File: config.mk
export PLATFORM = sky130hd
export DESIGN_NAME = pncs_dist
export DESIGN_NICKNAME = d
export VERILOG_FILES = /design/src/pncs_pkg.sv /design/src/pncs_dist.sv
export SDC_FILE = /design/constraint.sdc
export NUM_CORES = 1
export LEC_CHECK = 0
export BUFFER_PORTS_ARGS = -buffer_cell sky130_fd_sc_hd__buf_2
export CAP_MARGIN = 20
export CORE_AREA = 2 2 146 148
export CTS_BUF_LIST = sky130_fd_sc_hd__clkbuf_4
export CTS_CLUSTER_DIAMETER = 100
export DETAILED_ROUTE_END_ITERATION = 12
export DIE_AREA = 0 0 148 150
export PLACE_DENSITY_LB_ADDON = 0.12
export SYNTH_ARGS = -nofsm -noshare
export SYNTH_HDL_FRONTEND = slang
export SYNTH_SLANG_ARGS = --single-unit
export TNS_END_PERCENT = 100
File: constraint.sdc
create_clock -name clk -period 3.84 [get_ports clk]
set_input_delay 0.768 -clock clk [delete_from_list [all_inputs] [get_ports clk]]
set_output_delay 0.768 -clock clk [all_outputs]
set_load 0.01 [all_outputs]
File: src/pncs_pkg.sv
`timescale 1ns / 1ps

package pncs_pkg;

	localparam int PALETTE_DEPTH = 256;
	localparam int IDX_W = (PALETTE_DEPTH > 1) ? $clog2(PALETTE_DEPTH) : 1;
	localparam int SCN_W = IDX_W + 1;

	localparam int OP_W = 2;
	localparam int EIDX_W = 16;
	localparam int CH_W = 8;
	localparam int COLOR_W = 3 * CH_W;
	localparam int CNT_W = 9;
	localparam int FOUND_W = 9;
	localparam int SQ_W = 2 * CH_W;
	localparam int DIST_W = SQ_W + 2;

	localparam logic [OP_W-1:0] OP_WRITE = 2'd0;
	localparam logic [OP_W-1:0] OP_QUERY = 2'd1;
	localparam logic [OP_W-1:0] OP_READ = 2'd2;

	// query channels drop their two low bits
	localparam logic [CH_W-1:0] QUANT_MASK = 8'hFC;

	typedef struct packed {
		logic clr;
		logic valid;
		logic [IDX_W-1:0] idx;
	} dist_ctl_t;

endpackage

File: src/pncs_dist.sv
`timescale 1ns / 1ps

module pncs_dist import pncs_pkg::*; (
	input  logic clk,
	input  logic arst_n,
	input  dist_ctl_t ctl,
	input  logic [COLOR_W-1:0] ent,
	input  logic [COLOR_W-1:0] qry,
	output logic [IDX_W-1:0] best_idx,
	output logic busy
);

	logic [CH_W-1:0] dr, dg, db;
	logic [SQ_W-1:0] sqr_s2, sqg_s2, sqb_s2;
	logic [IDX_W-1:0] idx_s2;
	logic v_s2;
	logic [DIST_W-1:0] sum;
	logic [DIST_W-1:0] best_dist_q;
	logic [IDX_W-1:0] best_idx_q;

	function automatic logic [CH_W-1:0] absdiff(input logic [CH_W-1:0] a,
			input logic [CH_W-1:0] b);
		return (a > b) ? (a - b) : (b - a);
	endfunction

	assign dr = absdiff(ent[CH_W-1:0], qry[CH_W-1:0]);
	assign dg = absdiff(ent[2*CH_W-1:CH_W], qry[2*CH_W-1:CH_W]);
	assign db = absdiff(ent[3*CH_W-1:2*CH_W], qry[3*CH_W-1:2*CH_W]);

	// squares of the three channel differences
	always_ff @(posedge clk) begin
		sqr_s2 <= SQ_W'(dr) * SQ_W'(dr);
		sqg_s2 <= SQ_W'(dg) * SQ_W'(dg);
		sqb_s2 <= SQ_W'(db) * SQ_W'(db);
		idx_s2 <= ctl.idx;
	end

	always_ff @(posedge clk or negedge arst_n) begin
		if (!arst_n) begin
			v_s2 <= 1'b0;
		end else begin
			v_s2 <= ctl.valid;
		end
	end

	assign sum = DIST_W'(sqr_s2) + DIST_W'(sqg_s2) + DIST_W'(sqb_s2);

	// strict less keeps the lowest index on a tie
	always_ff @(posedge clk) begin
		if (ctl.clr) begin
			best_dist_q <= '1;
			best_idx_q <= '0;
		end else if (v_s2 && (sum < best_dist_q)) begin
			best_dist_q <= sum;
			best_idx_q <= idx_s2;
		end
	end

	assign best_idx = best_idx_q;
	assign busy = v_s2;

endmodule
# ---- Word-level counts from Yosys, hierarchy flattened
# Index checks and enable logic that the tools add are counted.
# W data, S select, Z words.
dict set report word_totals {
  latch_bits 0
  regBits 83
  romBits 0
  wordCells 26
  memories 0
  in_bits 60
  mem_bits_rw 0
}
dict set report op_classes {
  n_reduce_logical 1
  multipliers 3
  mux 3
  shift 0
  add_sub_neg 8
  eq_ne 0
  n_div 0
  n_lt_le_gt_ge 4
  bitwise 0
}
# operator n
set op_table {}
lappend op_table {{$mul A8 B8 Y16} 3}
lappend op_table {{$sub A8 B8 Y8} 6}
lappend op_table {{$gt A8 B8 Y1} 3}
lappend op_table {{$mux W8} 3}
lappend op_table {{$add A17 B16 Y18} 1}
lappend op_table {{$lt A18 B18 Y1} 1}
lappend op_table {{$add A16 B16 Y17} 1}
lappend op_table {{$logic_and A1 B1 Y1} 1}

# ---- Longest topological paths before layout
# Gate-level depths: netlist of the first run.
dict set report depth {
  ltp_word 4
  depth_mapped 27
  ltp_nobuf 26
}

# ---- Worst setup path after synthesis of the first run
# No wires, ideal clock.
dict set report synth_path {
  path_type {input port to flip-flop}
  startpoint {input ent[0]}
  endpoint {register sqr_s2[12]}
  path_stages 23
  path_buffers 0
  required_ns 3.761
  t_arrival_ns 6.423
  setup_slack_ns -2.662
  path_cell_list {inv_1 > ha_1 > inv_1 > fa_1 > a21o_1 > a221oi_2 > a211oi_4 > mux2i_1 > xor2_2 > nor2_2 > ha_1 > or2_2 > fa_1 > fa_1 > inv_1 > fa_1 > inv_1 > ha_1 > o21a_1 > o31a_1 > o21ai_1 > or4b_2 > o211ai_1}
}
dict set report synth_between {
  elab_chain_len 3
  word_cells_on_any_way 5
  cone_classes {add/sub: 2; mul: 1; order compare: 1; mux: 1}
}
# element line_no
set synth_rtl {}
lappend synth_rtl {{start: declaration} pncs_dist.sv:7} ;# input logic [COLOR_W-1:0] ent,
lappend synth_rtl {{$sub A8 B8 Y8 / $gt A8 B8 Y1 (equally long branches)} pncs_dist.sv:23} ;# return (a > b) ? (a - b) : (b - a);
lappend synth_rtl {{$mux W8 (*)} pncs_dist.sv:23}
lappend synth_rtl {{$mul A8 B8 Y16 (*)} pncs_dist.sv:32} ;# sqr_s2 <= SQ_W'(dr) * SQ_W'(dr);
lappend synth_rtl {{end signal: assignment} pncs_dist.sv:32}
lappend synth_rtl {{end: declaration} pncs_dist.sv:14} ;# logic [SQ_W-1:0] sqr_s2, sqg_s2, sqb_s2;
# Mark *: on every way between the ends. The rest lies on a longest branch, timed or not.
# A chain may end at the register's enable or synchronous reset.

# ---- Worst setup path in the final report of the first run
# Same ends and word-level chain as after synthesis.

==> results of run 1 <==
==> cells by family (layout without fill, tap and decap cells) <==
family	count (synthesis)	count (layout)
simple gates	251	251
mux	29	29
compound gates	209	209
fa+ha+maj	263	263
xor+xnor	75	75
other cells	2	4
flops	80	80
buf+inv	248	637
==> worst min path at each step <==
| stage | endpoint | cells after the start |
|---|---|---|
| 2_1_floorplan | best_idx[0] | 2 |
| 3_3_place_gp | best_dist_q[1] | 2 |
| 3_5_place_dp | best_idx[3] | 2 |
| 6_report | busy | 1 |
| 4_1_cts | busy | 1 |
| 5_1_grt | busy | 1 |
==> state kept, by name (all words and copies together), names as in the netlist <==
| signal | cells |
|---|---|
| best_dist_q | 18 |
| sqg_s2 | 15 |
| sqr_s2 | 15 |
| idx_s2 | 8 |
| sqb_s2 | 15 |
| best_idx | 8 |
| busy | 1 |
==> what timing repair did <==
action,in CTS,in global routing
gates cloned,2,0
pin swaps,88,73
endpoints found under the setup margin,62,62
buffers inserted,40,23
gates resized for setup,133,90
==> area by class of cell <==
type,count,area [um2]
inverter,221,870
tap,275,344
clock inverter,7,77.6
antenna,1,2.50
fill,1537,5710
multi-input combinational,830,8860
timing repair buffer,400,3140
sequential,80,1610
clock buffer,9,67.6
==> Yosys cell counts (4+ instances only) <==
master / n
xnor2_1: 42
a211oi_1: 9
a31oi_1: 11
xnor2_2: 5
and2_1: 4
nand2_1: 44
buf_2: 9
o211ai_1: 18
nor2_1: 111
nor3_1: 13
mux2i_1: 29
nor2_2: 4
nand3_1: 7
ha_1: 166
xor2_1: 25
fa_1: 97
inv_1: 219
dfxtp_1: 79
nand2b_1: 6
o21bai_1: 5
nor2b_1: 6
or3_1: 5
o21a_1: 10
or2_2: 19
o21ai_0: 31
nand4_1: 11
nand3b_1: 4
clkbuf_1: 12
a21oi_1: 61
a21o_1: 35
==> placed cells by master (no fill, tap or decap), drive strengths merged, types with 3 or more instances in the layout <==
cell type  count
o21ai         32
a21o          35
and2           4
or2           21
a221oi         4
o31a           3
conb           3
nor3          14
nand3          7
and3           4
inv          222
clkinv         4
nor2b          6
xor2          28
fa            97
o21bai         5
a21oi         61
nand2b         6
dfxtp         79
nor2         115
o211ai        18
nand3b         4
a211oi        10
ha           166
nand4         11
clkbuf         9
buf          400
mux2i         29
o22ai          3
o21a          10
xnor2         47
a31oi         13
nand2         44
or3            5
==> worst max-delay path, delay by kind of cell <==
family / cells / cell delay, ns
and+or+nand+nor: 3 / 0.83
adders and majority gates: 7 / 2.62
muxes: 1 / 0.20
xor gates and xnor gates: 1 / 0.21
buffers and inverters: 9 / 0.63
AOI/OAI and AO/OA: 5 / 0.93
==> metal layers <==
layer  vias to the layer above  wire length [um]
met3                        24               640
met4                         0               310
met1                      4275             10600
li1                       4546                 -
met2                       103             11600
met5                         -                 0
==> per-stage QoR <==
stage	hold WS, ns	utilization	area, um2	cells
floorplan	0.440	-	10800	1158
global placement	0.453	0.649	13400	1749
detailed placement	0.460	0.649	13400	1749
CTS	0.0497	0.702	14500	1806
global route	0.0311	0.724	15000	1823
finish	0.0717	0.724	15000	1823
==> qor.csv, run 1 <==
stage,metric,value,unit
global_routing,grtUsageMet3,0.0207,
placement,port_buffers,68,
synthesis,synth_top_family_by_area,adder cells,
clocking,clock_sinks,80,
route,wl_per_cell,12.7,um
critical_path,cp.arrival,6.21,ns
placement,gp_congestion,0.859,
sta,hold_viol_final,0,
critical_path,reg2reg_depth,18,
synthesis,synth-compound-area-share,0.137,
synthesis,synth_area_leader_cell,ha_1,
sta,setup-violations-final,62,
critical_path,worstPathMaxFanout,6,
synthesis,syn_area,10200,um2
global_routing,antenna_found_initial,1,
outcome,violations,negative setup slack,
critical_path,r2r_end,best_dist_q[2],
global_routing,grt.total_usage,0.217,
sta,setup_ws,-2.00,ns
synthesis,yosysTopAreaCellShare,0.204,
sta,period_minus_slack,5.84,ns
critical_path,endpoint,sqr_s2[12],
route,wirelength,23.2,mm
synthesis,synth_cell_type_count,68,
clocking,h-tree-depth,3,
synthesis,synth_edf_count,0,
global_routing,grt_pass1_vias,9068,
critical_path,critPathCaptureType,flip-flop,
synthesis,synth-seq-cells,80,
final_layout,layout-drive-gt1-share,0.436,
sta,max_freq,0.171,GHz
clocking,clk_pin_slew,0.13,ns
floorplan,start_util,0.493,
critical_path,criticalPathCategory,in -> reg,
sta,finalCritPeriodShare,1.52,
run,cap_violations,0,
floorplan,io_pins,69,
min_path,worstHoldPathType,in -> async,
global_routing,grt.busiest_layer,met2,
clocking,cts_buffers,9,
route,dr.pass1.iters,4,
global_routing,grt_max_degree,19,
route,drc,0,
global_routing,grt_pass1_wl,40.0,mm
route,first_iter_violations,338,
clocking,clock_latency,0.44,ns
floorplan,dieArea,22200,um2
clocking,tritoncts,built,
synthesis,yosysSeqAreaShare,0.158,
sta,tns,-57.81,ns
critical_path,cpMostUsedCell,inv_2,
critical_path,cp.required,4.20,ns
sta,rsz0062_at_grt,true,
final_layout,syn2layout_area_growth,46.9,%
critical_path,cpMaxStageDelayCell,fa_2,
clocking,clk_path_buf_depth,2,
global_routing,met1_usage,0.288,
synthesis,ys_async_sr_fraction,0.0125,
clocking,clk_root_buffer_cell,clkbuf_4,
floorplan,die-width,148,um
synthesis,yosys_warnings,0,
sta,slew_violations,0,
synthesis,muxShareOfSynthArea,0.0285,
route,via_per_inst,4.91,
global_routing,met2_usage,0.385,
placement,dp_slack,-2.59,ns
sta,worstMarginPinSlew,0.542,ns
sta,fin_skew,0.0196,ns
critical_path,crit_start,ent[0],
route,ant_nets,0,
route,dr_total_vias,8948,
critical_path,critical-path-max-stage-delay,0.56,ns
synthesis,synthFlopType,dfxtp_1,
sta,slew_headroom,0.629,
global_routing,grt_overflow,0,
final_layout,fin_nets,1865,
critical_path,rrSetupSlack,-0.20,ns
critical_path,worstSetupStartpointType,primary input,
synthesis,synth-xor-area-share,0.0703,
clocking,postCtsHoldBufs,0,
placement,place_hpwl,18.5,mm
floorplan,fp.coreArea,20700,um2
synthesis,syn_inst,1157,
floorplan,rows,53,
synthesis,syn_avg_cell_area,8.81,um2
critical_path,r2r-start,sqg_s2[4],
synthesis,synth_area_leaders,"ha_1 (20%), fa_1 (19%), dfxtp_1 (16%)",
synthesis,synth-adder-area-share,0.394,
synthesis,synthSimpleGateAreaFrac,0.118,
floorplan,dieHeight,150,um
outcome,status,finished with violations,
Power of run 1 is not shown: default switching activity piles up to over one toggle a cycle in this logic, so the estimate is an artifact.
==> run 2: changes to the inputs <==
Settings changed: CELL_PAD_IN_SITES_DETAIL_PLACEMENT set to 0, CELL_PAD_IN_SITES_GLOBAL_PLACEMENT set to 1, CORE_AREA 2 2 146 148 to 2 2 154 156, DIE_AREA 0 0 148 150 to 0 0 156 158, HOLD_SLACK_MARGIN set to 0.03.
==> run 2 against run 1 <==
  * The run still ends with negative setup slack left
  * Non-clock buffer count down 1
  * Hold slack better by 0.0037 ns
  * Critical path depth unchanged
  * Fmax up 0.75%
  * Core utilization down 7.7 points
  * Clock skew up 0.011 ns
  * First-iteration DRC count down 19%
  * Via count down 0.98%
  * Sequential cell count unchanged
  * Largest cell class unchanged
==> qor.csv, run 2 (synthesis results as in run 1) <==
stage,metric,value,unit,change
outcome,status,finished with violations,,
outcome,violations,negative setup slack,,
placement,place_hpwl,19.3,mm,+4.4%
final_layout,fill_cells,1969,,+28%
final_layout,regMostFlops,best_dist_q,,
clocking,clk_pin_slew,0.13,ns,about the same
placement,dp_slack,-2.59,ns,-0.00312 ns
critical_path,cpMaxStageDelayCell,fa_1,,
final_layout,fin_nets,1864,,-0.054%
floorplan,io_pins,69,,unchanged
clocking,tritoncts,built,,
clocking,clock_latency,0.47,ns,+0.03 ns
placement,gp_congestion,0.851,,-0.92%
final_layout,syn2layout_area_growth,46.3,%,
critical_path,worstPathMaxFanout,6,,unchanged
final_layout,layout-drive-gt1-share,0.437,,+0.00121
floorplan,rows,56,,+5.7%
critical_path,criticalPathCategory,in -> reg,,
placement,post_dp_cell_area,13500,um2,+0.87%
final_layout,regArea,1610,um2,+0.16%
route,drc,0,,unchanged
floorplan,start_util,0.442,,-0.0505
clocking,postCtsHoldBufs,0,,unchanged
route,wirelength,23.2,mm,about the same
critical_path,rrSetupSlack,-0.12,ns,+0.08 ns
floorplan,fp.coreArea,23100,um2,+11%
global_routing,grt_overflow,0,,unchanged
clocking,clock_sinks,80,,unchanged
sta,setup-violations-final,56,,-9.7%
route,wl_per_cell,12.6,um,-0.67%
global_routing,grt.total_usage,0.197,,-0.0197
global_routing,antenna_found_initial,0,,-1
sta,worstMarginPinSlew,0.592,ns,+0.0498 ns
floorplan,dieHeight,158,um,+5.3%
global_routing,grt_pass1_wl,40.0,mm,+0.14%
min_path,worstHoldPathType,in -> async,,
sta,hold_viol_final,0,,unchanged
critical_path,r2r-start,sqr_s2[6],,
final_layout,final_area,14900,um2,-0.39%
critical_path,critical-path-max-stage-delay,0.55,ns,about the same
critical_path,reg2reg_depth,17,,-1
critical_path,endpoint,sqr_s2[12],,
clocking,clk_path_buf_depth,2,,unchanged
critical_path,crit_start,ent[0],,
floorplan,die-width,156,um,+5.4%
sta,fin_skew,0.0302,ns,+0.0106 ns
final_layout,largest_reg_flops,18,,unchanged
route,dr.pass1.iters,6,,+2
global_routing,grt_pass1_vias,8841,,-2.5%
clocking,cts_buffers,9,,unchanged
sta,finalCritPeriodShare,1.51,,-0.0113
sta,slew_violations,0,,unchanged
floorplan,dieArea,24600,um2,+11%
sta,slew_headroom,0.603,,-0.0263
final_layout,multi_input_area,8880,um2,+0.13%
global_routing,grt_max_degree,19,,unchanged
critical_path,cp.required,4.23,ns,+0.03 ns
sta,period_minus_slack,5.80,ns,-0.0434 ns
route,via_per_inst,4.83,,-1.7%
clocking,h-tree-depth,3,,unchanged
run,cap_violations,0,,unchanged
critical_path,r2r_end,best_dist_q[2],,
critical_path,cp.arrival,6.19,ns,-0.02 ns
clocking,clk_root_buffer_cell,clkbuf_4,,
critical_path,critPathCaptureType,flip-flop,,
critical_path,worstSetupStartpointType,primary input,,
final_layout,final_common_cell,buf_4,,
route,ant_nets,0,,unchanged
placement,port_buffers,68,,unchanged
sta,max_freq,0.172,GHz,+0.75%
route,dr_total_vias,8860,,-0.98%
sta,rsz0062_at_grt,true,,
final_layout,final_cell_mix,"buf_4 (286), inv_1 (174), ha_1 (130)",,
route,first_iter_violations,275,,-19%
sta,setup_ws,-1.96,ns,+0.0434 ns
-- run 2: cell types whose count changed in the layout (fill, tap and decap cells not counted), moves of 3 or more --
cell / before / now
nor3_2: 4 / 1
buf_4: 275 / 286
nor2_2: 17 / 20
buf_6: 53 / 42
o21ai_2: 6 / 10
o21ai_1: 8 / 4
nor3_1: 9 / 12
-- run 2: layout make-up --
class                           instances  share of cell area
Multi-Input combinational cell        830               0.595
Timing Repair Buffer                  399               0.207
Sequential cell                        80               0.108
Inverter                              221              0.0580
Tap cell                              290              0.0243
Clock buffer                            9             0.00453
Clock inverter                          6             0.00285
Antenna cell                            1            0.000168
-- run 2: how the worst min path moves through the flow --
stage / startpoint / endpoint / slack, ns
2_1_floorplan: idx_s2[0] / best_idx[0] / 0.44
3_3_place_gp: idx_s2[3] / best_idx[3] / 0.45
3_5_place_dp: idx_s2[0] / best_idx[0] / 0.46
4_1_cts: arst_n / busy / 0.04
5_1_grt: arst_n / busy / 0.03
6_report: arst_n / busy / 0.08
-- run 2: what timing repair did --
| action | CTS | global route |
|---|---|---|
| setup endpoints to repair | 62 | 62 |
| gates resized for setup | 127 | 76 |
| setup buffers | 32 | 16 |
| pin swaps | 101 | 73 |
| gates cloned | 2 | 0 |
-- run 2: per-stage QoR --
| stage | hold WS [ns] | setup TNS (ns) | util | std cells |
|---|---|---|---|---|
| CTS | 0.0405 | -53.92 | 0.627 | 1823 |
| global placement | 0.448 | -81.28 | 0.587 | 1777 |
| floorplan | 0.440 | -56.12 | - | 1158 |
| detailed placement | 0.458 | -83.03 | 0.587 | 1777 |
| finish | 0.0755 | -51.92 | 0.647 | 1836 |
| global route | 0.0347 | -63.69 | 0.647 | 1835 |
-- run 2: routing by layer --
layer | wire length (um) | up-vias | GRT usage
li1 | - | 4551 | -
met1 | 11400 | 4203 | 0.270
met2 | 11200 | 86 | 0.342
met3 | 448 | 20 | 0.0219
met4 | 230 | 0 | 0.0323
met5 | 0 | - | 0
-- run 2: worst max-delay path: cells and delay by family --
family / cells / cell delay (ns)
AOI/OAI and AO/OA: 5 / 0.91
xor gates and xnor gates: 1 / 0.12
adders and majority gates: 7 / 2.67
buffers and inverters: 9 / 0.66
muxes: 1 / 0.22
and+or+nand+nor: 3 / 0.86
Power of run 2 is left out for the same reason.
==> run 3: changes to the inputs <==
Settings changed: SETUP_SLACK_MARGIN set to 0.4.
==> run 3 against run 2 <==
  * The run still ends with negative setup slack left
  * Register-to-register slack is essentially flat
  * Hold slack gained 0.33 ns
  * Critical endpoint is now sqr_s2[13]
  * Largest cell class unchanged
  * Cell count grew 0.65%
  * Design area grew 0.74%
  * Routed wire length is 1.2% higher
  * First-iteration DRC count fell by 4.7%
  * Worst setup slack worse by 0.075 ns
  * Global-route usage is 0.11 points higher
  * Core utilization is 0.48 points higher
==> qor.csv, run 3 (synthesis results as in run 1) <==
stage,metric,value,unit,change
global_routing,grt_overflow,0,,unchanged
route,wl_per_cell,12.7,um,+0.51%
floorplan,io_pins,69,,unchanged
sta,finalCritPeriodShare,1.53,,+0.0195
route,first_iter_violations,262,,-4.7%
global_routing,grt_max_degree,19,,unchanged
global_routing,grt.busiest_layer,met2,,
sta,setup-violations-final,62,,+11%
sta,hold_viol_final,0,,unchanged
floorplan,start_util,0.442,,unchanged
critical_path,cp.required,4.23,ns,about the same
sta,rsz0062_at_grt,true,,
clocking,h-tree-depth,3,,unchanged
floorplan,fp.coreArea,23100,um2,unchanged
final_layout,layout-drive-gt1-share,0.434,,-0.00337
sta,fin_skew,0.0133,ns,-0.0169 ns
route,dr.pass1.iters,4,,-2
critical_path,critPathCaptureType,flip-flop,,
sta,setup_ws,-2.04,ns,-0.0748 ns
clocking,clock_latency,0.45,ns,-0.02 ns
route,drc,0,,unchanged
sta,holdWs,0.401,ns,+0.326 ns
critical_path,worstSetupStartpointType,primary input,,
floorplan,rows,56,,unchanged
floorplan,dieArea,24600,um2,unchanged
placement,port_buffers,68,,unchanged
final_layout,final_cell_mix,"buf_4 (292), inv_1 (175), ha_1 (129)",,
clocking,cts_buffers,9,,unchanged
route,via_per_inst,4.81,,-0.25%
global_routing,met2_usage,0.360,,+0.0175
final_layout,largest_reg_flops,18,,unchanged
outcome,status,finished with violations,,
sta,slew_violations,0,,unchanged
placement,gp_congestion,0.831,,-2.4%
sta,max_freq,0.170,GHz,-1.3%
final_layout,regMostFlops,best_dist_q,,
route,ant_nets,0,,unchanged
final_layout,syn2layout_area_growth,47.4,%,
global_routing,antenna_found_initial,1,,+1
clocking,clock_sinks,80,,unchanged
floorplan,dieHeight,158,um,unchanged
clocking,clk_pin_slew,0.14,ns,about the same
final_layout,final_common_cell,buf_4,,
critical_path,cp.arrival,6.27,ns,+0.08 ns
global_routing,met1_usage,0.260,,-0.0101
final_layout,fin_nets,1875,,+0.59%
global_routing,grt.total_usage,0.198,,+0.00109
placement,place_hpwl,19.6,mm,+1.5%
route,wirelength,23.5,mm,+1.2%
global_routing,grtUsageMet3,0.0205,,-0.00137
global_routing,grt_pass1_wl,40.1,mm,+0.20%
clocking,clk_root_buffer_cell,clkbuf_4,,
outcome,violations,negative setup slack,,
critical_path,criticalPathCategory,in -> reg,,
global_routing,grt_pass1_vias,8975,,+1.5%
floorplan,die-width,156,um,unchanged
min_path,worstHoldPathType,in -> reg,,
clocking,tritoncts,built,,
sta,worstMarginPinSlew,0.558,ns,-0.0340 ns
sta,slew_headroom,0.619,,+0.0155
critical_path,worstPathMaxFanout,6,,unchanged
clocking,clk_path_buf_depth,2,,unchanged
run,cap_violations,0,,unchanged
sta,period_minus_slack,5.88,ns,+0.0748 ns
route,dr_total_vias,8896,,+0.41%
## run 3: metrics by stage
stage               worst slack, ns  instance area [um2]  utilization  cells  setup TNS, ns
finish                        -2.04                15000        0.652   1848         -54.81
CTS                           -1.99                14500        0.631   1829         -53.32
detailed placement            -2.65                13600        0.589   1775         -79.05
global route                  -2.20                15000        0.652   1848         -66.93
global placement              -2.52                13600        0.589   1775         -74.73
floorplan                     -2.25                10900            -   1158         -56.12
## run 3: layout make-up
type	count	area [um2]
Multi-Input combinational cell	830	8860
Sequential cell	80	1610
Clock buffer	9	67.6
Tap cell	290	363
Fill cell	1992	8020
Timing Repair Buffer	410	3180
Antenna cell	1	2.50
Clock inverter	7	80.1
Inverter	221	865
## run 3: path summary, 6_finish.rpt
| path | from | depth (start not counted) | slack [ns] | endpoint |
|---|---|---|---|---|
| max | ent[0] | 26 | -2.04 | sqr_s2[13] |
| min | ctl[0] | 1 | 0.40 | idx_s2[0] |
| max reg2reg | sqb_s2[6] | 19 | -0.13 | best_dist_q[5] |
| min reg2reg | idx_s2[0] | 2 | 0.48 | best_idx[0] |
| max in group asynchronous | arst_n | 2 | 3.14 | busy |
| min in group asynchronous | arst_n | 2 | 0.62 | busy |
## run 3: critical path: stages
cell and delay (ns):
buf_12 0.11, inv_12 0.04, ha_4 0.12, inv_2 0.03, fa_2 0.33, a21o_1 0.20, a221oi_4 0.34, a211oi_4 0.17
mux2i_2 0.26, xor2_2 0.26, buf_4 0.17, nor2_4 0.04, buf_6 0.10, fa_2 0.53, fa_2 0.43, inv_2 0.07
fa_2 0.43, fa_1 0.51, inv_2 0.05, ha_4 0.16, or2_4 0.26, o311ai_4 0.27, o21bai_1 0.15, a21o_1 0.21
a21oi_2 0.14, xnor2_1 0.12
## run 3: timing repair
item | 4_1_cts | 5_1_grt
setup endpoints to repair | 63 | 63
buffers inserted | 35 | 18
endpoints found under the hold margin | 1 | 0
cloned | 2 | 0
resized for setup | 119 | 76
pin swaps | 81 | 83
hold buffers | 1 | 0
## run 3: layer usage
metal / up-vias / share of wire
li1: 4574 / -
met1: 4225 / 0.47
met2: 84 / 0.50
met3: 13 / 0.020
met4: 0 / 0.0063
met5: - / 0
Power of run 3 is left out for the same reason.
